**src/design/ntid_pkg.sv**
```systemverilog
// Shared constants, codes and controller/datapath types for the name-to-id table.
`timescale 1ns / 1ps
package ntid_pkg;

    localparam int TABLE_SIZE = 64;   // power of two: home slot is the low hash bits
    localparam int KEY_BYTES  = 8;
    localparam int ID_BITS    = 7;

    localparam int KEY_W   = 64;
    localparam int TID_W   = 7;
    localparam int IDX_W   = $clog2(TABLE_SIZE);
    localparam int CNT_W   = $clog2(TABLE_SIZE + 1);
    localparam int BIDX_W  = 4;

    localparam logic [31:0] HASH_SEED  = 32'd73;
    localparam int          HASH_SHIFT = 5;

    localparam logic [1:0] REQ_LOOKUP = 2'd0;
    localparam logic [1:0] REQ_ADD    = 2'd1;
    localparam logic [1:0] REQ_REMOVE = 2'd2;

    localparam logic [1:0] ST_OK        = 2'd0;
    localparam logic [1:0] ST_NOT_FOUND = 2'd1;
    localparam logic [1:0] ST_FULL      = 2'd2;

    typedef enum logic [2:0] {
        S_IDLE,
        S_HASH,
        S_PREP,
        S_SCAN,
        S_COMMIT
    } t_state;

    typedef struct packed {
        logic idle;
        logic load;
        logic hash_en;
        logic scan_init;
        logic scan_en;
        logic commit;
    } t_dp_cmd;

    typedef struct packed {
        logic hash_done;
        logic scan_done;
        logic out_free;
    } t_dp_sts;

endpackage

```
**src/design/ntid_ctrl.sv**
```systemverilog
// Sequencing state machine: hash, probe scan, commit.
`timescale 1ns / 1ps
module ntid_ctrl (
    input  logic              i_clk,
    input  logic              i_rst_n,
    input  logic              i_req_valid,
    input  ntid_pkg::t_dp_sts i_sts,
    output ntid_pkg::t_dp_cmd o_cmd
);
    import ntid_pkg::*;

    t_state r_state;
    t_state n_state;

    always_ff @(posedge i_clk) begin
        if (!i_rst_n) begin
            r_state <= S_IDLE;
        end else begin
            r_state <= n_state;
        end
    end

    always_comb begin
        n_state = r_state;
        unique case (r_state)
            S_IDLE: begin
                if (i_req_valid) n_state = S_HASH;
            end
            S_HASH: begin
                if (i_sts.hash_done) n_state = S_PREP;
            end
            S_PREP: begin
                n_state = S_SCAN;
            end
            S_SCAN: begin
                if (i_sts.scan_done) n_state = S_COMMIT;
            end
            S_COMMIT: begin
                if (i_sts.out_free) n_state = S_IDLE;
            end
            default: begin
                n_state = S_IDLE;
            end
        endcase
    end

    always_comb begin
        o_cmd = '0;
        unique case (r_state)
            S_IDLE: begin
                o_cmd.idle = 1'b1;
                o_cmd.load = i_req_valid;
            end
            S_HASH: begin
                o_cmd.hash_en = 1'b1;
            end
            S_PREP: begin
                o_cmd.scan_init = 1'b1;
            end
            S_SCAN: begin
                o_cmd.scan_en = 1'b1;
            end
            S_COMMIT: begin
                o_cmd.commit = i_sts.out_free;
            end
            default: begin
                o_cmd = '0;
            end
        endcase
    end
endmodule

```
**config.mk**
```make
export PLATFORM = sky130hd
export DESIGN_NAME = ntid_ctrl
export DESIGN_NICKNAME = d
export VERILOG_FILES = /design/src/design/ntid_pkg.sv /design/src/design/ntid_ctrl.sv
export SDC_FILE = /design/constraint.sdc
export NUM_CORES = 1
export LEC_CHECK = 0
export ABC_CLOCK_PERIOD_IN_PS = 1500
export BUFFER_PORTS_ARGS = -buffer_cell sky130_fd_sc_hd__buf_2
export CAP_MARGIN = 0
export CORE_AREA = 2 2 39 41
export DETAILED_ROUTE_END_ITERATION = 8
export DIE_AREA = 0 0 41 43
export HOLD_SLACK_MARGIN = 0.03
export PLACE_DENSITY = 0.45
export SETUP_SLACK_MARGIN = 0.4
export SKIP_CTS_REPAIR_TIMING = 1
export SLEW_MARGIN = 20
export SYNTH_ARGS = -nofsm -noshare
export SYNTH_HDL_FRONTEND = slang
export SYNTH_SLANG_ARGS = --single-unit
export TNS_END_PERCENT = 5
```
**constraint.sdc**
```tcl
create_clock -name i_clk -period 1.5 [get_ports i_clk]
set_input_delay 0.15 -clock i_clk [delete_from_list [all_inputs] [get_ports i_clk]]
set_output_delay 0.15 -clock i_clk [all_outputs]
set_load 0.01 [all_outputs]
```
Word level (Yosys, flattened, before mapping)
Cells that the tools add are included.
Cells by class
  equal/unequal tests: 8
  muxes and demuxes: 10
  reduce and logical (&&, ||, !) cells: 2
Operators by type and width (number)
  3-bit one-hot mux with 5 select lines: 1
  3-bit 2-to-1 mux: 4
  2-bit inequality test, second input constant: 4
  3-bit by 2-bit == test with 1-bit output, second input constant: 2
  1-bit 2-to-1 mux: 4
  4-bit AND reduction: 1
  3-bit by 1-bit == test with 1-bit output, second input constant: 1
  3-bit == test, second input constant: 1
  3-bit zero test: 1
  2-bit 2-to-1 mux: 1
Storage, ports and cells
  flip-flop bits (word level): 3
  output and inout bits: 6
  logic and storage cells: 21

Longest topological paths before layout
  depth in word-level cells: 3
  gate-level depth with buffers: 4

Worst setup path before layout
No wires, ideal clock.
  path kind: register to output
  from: register r_state[1]
  to: output o_cmd[4] in the netlist's numbering
  arrival time: 0.859 ns
  required time: 1.350 ns
  slack: 0.491 ns
  cell stages (with the launch flop): 4
  cell sequence: dfxtp_1 > buf_6 > nor3_2 > and2_1
RTL lines
  start: declaration: RTL line ntid_ctrl.sv:12  | t_state r_state;
  start signal: assignment: RTL line ntid_ctrl.sv:19  | r_state <= n_state;
  end: declaration: RTL line ntid_ctrl.sv:8  | output ntid_pkg::t_dp_cmd o_cmd

==> flow_summary.yaml <==
critical_path:
  required_ns: 1.35
  critPathTopFamily: "flip-flops"
  crit_slowest_cell: "dfxtp_4"
  critPathArrivalTime_ns: 1.02
  critPathBufInv: 1
  cpPeakStageDelay_ns: 0.36
  end_kind: "output port"
  crit_cells: 3
  reg2regPathDepth: 3
  crit_type: "flop to output port"
  cp-start-kind: "flop"
  cp_max_fo: 7
  crit_chain: "nor3_2, and2_1, buf_2"
place:
  gp_congestion: 0.579
  io_buffers: 11
  dp_hpwl_um: 343
synthesis:
  synth_common_cells: "dfxtp_1, a21oi_1, buf_6, nor3b_1"
  synth_top_area_share_pct: 26.8
  synth.distinct_cells: 17
  synth.area.top_cells: "dfxtp_1, buf_6, a311oi_2"
  synth_cells: 22
  synthFlopType: "dfxtp_1"
  syn_avg_cell_area_um2: 10.2
  syn-cell-area_um2: 224
  syn-num-nets: 28
  yosys.area.top_type: "dfxtp_1"
  seq_area_frac_synth_pct: 26.8
  async_flop_share_pct: 0
  ys_warn_count: 0
  ys_ff_latch: 3
  synth_edf_count: 0
  synth.most_common_cell: "dfxtp_1"
global_route:
  grt_max_degree: 12
  globalRouteMet3Util_pct: 4.71
  antenna_found_initial: 0
  grt_pass1_wl_um: 772
  use_met1_pct: 10.3
  busiest_layer: "met1"
  grt_usage_pct: 7.13
  overflow: 0
  met2_usage_pct: 6.56
  grt_pass1_vias: 191
detailed_routing:
  wl_um: 491
  routed-via-count: 213
  dr.pass1.iters: 2
  antenna_left: 0
  initialDrtViolationCount: 3
  drc: 0
  via_per_inst: 4.02
  avgRoutedWirePerCell_um: 9.26
layout:
  largest_reg_flops: 3
  fin_util_pct: 23.4
  nets: 44
  drive_gt1_share_pct: 70.3
  syn_to_final_growth_pct: 44.7
  regMostFlops: "r_state"
  antenna_cells: 0
  nFillCells: 156
  reg_top3: "r_state (3)"
die:
  chipWidth_um: 41
  rows: 14
  die-area_um2: 1760
  fp.dieH_um: 43
  io_pins: 12
  initial_core_util_pct: 16.2
  design.core.area_um2: 1380
cts:
  htreeDepth: 1
  tritoncts: "yes"
  clkTransAtPathRegs_ns: 0.04
  clock_path_buffers: 2
  ctsRootBufferMaster: "clkbuf_4"
  clock-sinks: 3
  clkLatencyLatePin_ns: 0.23
  cts_buffers: 3
sta:
  fmax_mhz: 857
  slew_viol_final: 0
  rsz0062_at_grt: "true"
  period_needed_ns: 1.17
  hold_viol: 0
  maxSlewHeadroom_pct: 88.9
  tns_ns: 0
  finClkSkew_ns: 0.00174
  setup_violations: 0
  tightest_slew_ns: 0.166
  fin_crit_sh_pct: 77.8
  holdWs_ns: 0.167
worst_hold_path:
  hold_path_class: "input pin to flop"
  hold-path-cell-count: 2
run_status:
  status: "complete, no violations"
pwr:
  p_leak_nw: 0.142
  power_density_nw_per_um2: 945
  ir_drop_mv: 0.221
run:
  max_cap_violations: 0
==> per-stage QoR <==
stage,area [um^2],worst slack [ns],power [W],cells
finish,324,0.333,0.000306,53
global route,324,0.275,0.000335,53
CTS,303,0.147,0.000308,51
detailed placement,277,0.405,0.000162,47
global placement,277,0.410,0.000162,47
floorplan,224,0.491,0.000147,22
==> kinds of logic (layout without fill, tap and decap cells) <==
family | count (synthesis) | in the layout | share of synthesized area, %
compound gates | 6 | 6 | 23.5
flops | 3 | 3 | 26.8
simple gates | 11 | 11 | 39.7
buf+inv | 2 | 17 | 10.1
==> worst paths after layout <==
kind / startpoint / endpoint / slack, ns
setup / recovery: r_state[0] / o_cmd[4] / 0.33
hold / removal: i_sts[1] / r_state[1] / 0.17
setup reg to reg: r_state[0] / r_state[0] / 0.61
hold reg to reg: r_state[1] / r_state[0] / 0.54
==> area by class of cell <==
| cell class | count | area [um^2] | area share, % |
|---|---|---|---|
| Timing Repair Buffer | 13 | 67.6 | 20.8 |
| Sequential cell | 3 | 68.8 | 21.2 |
| Tap cell | 16 | 20.0 | 6.18 |
| Clock buffer | 4 | 26.3 | 8.11 |
| Multi-Input combinational cell | 17 | 141 | 43.6 |
==> layer usage <==
metal | routed length, um | up-vias | share of wire (%)
met5 | 0 | - | 0
met4 | 0 | 0 | 0
met3 | 59 | 0 | 12
met2 | 188 | 12 | 38
met1 | 243 | 90 | 49
li1 | - | 111 | -
==> report_power, final <==
group | leakage, nW | internal [W] | switching, W
registers | 0.0264 | 0.0000864 | 0.0000117
clock network | 0.0150 | 0.0000995 | 0.0000390
logic | 0.101 | 0.0000367 | 0.0000330
==> cell usage in the layout (no fill, tap or decap), drive strengths merged <==
cell    count
a311oi      1
and2        1
nand3b      1
a21oi       2
and3        1
and3b       1
o21a        1
a21boi      1
nand2b      1
nor3        1
nor3b       2
nand4b      1
buf        13
dfxtp       3
nor2        2
a31oi       1
clkbuf      4
==> worst register-to-register path, stage by stage (launching register included) <==
cell	delay (ns)
dfxtp_4	0.37
buf_2	0.17
a21oi_1	0.08
o21a_1	0.16
Power figures use the tool's default switching activity.
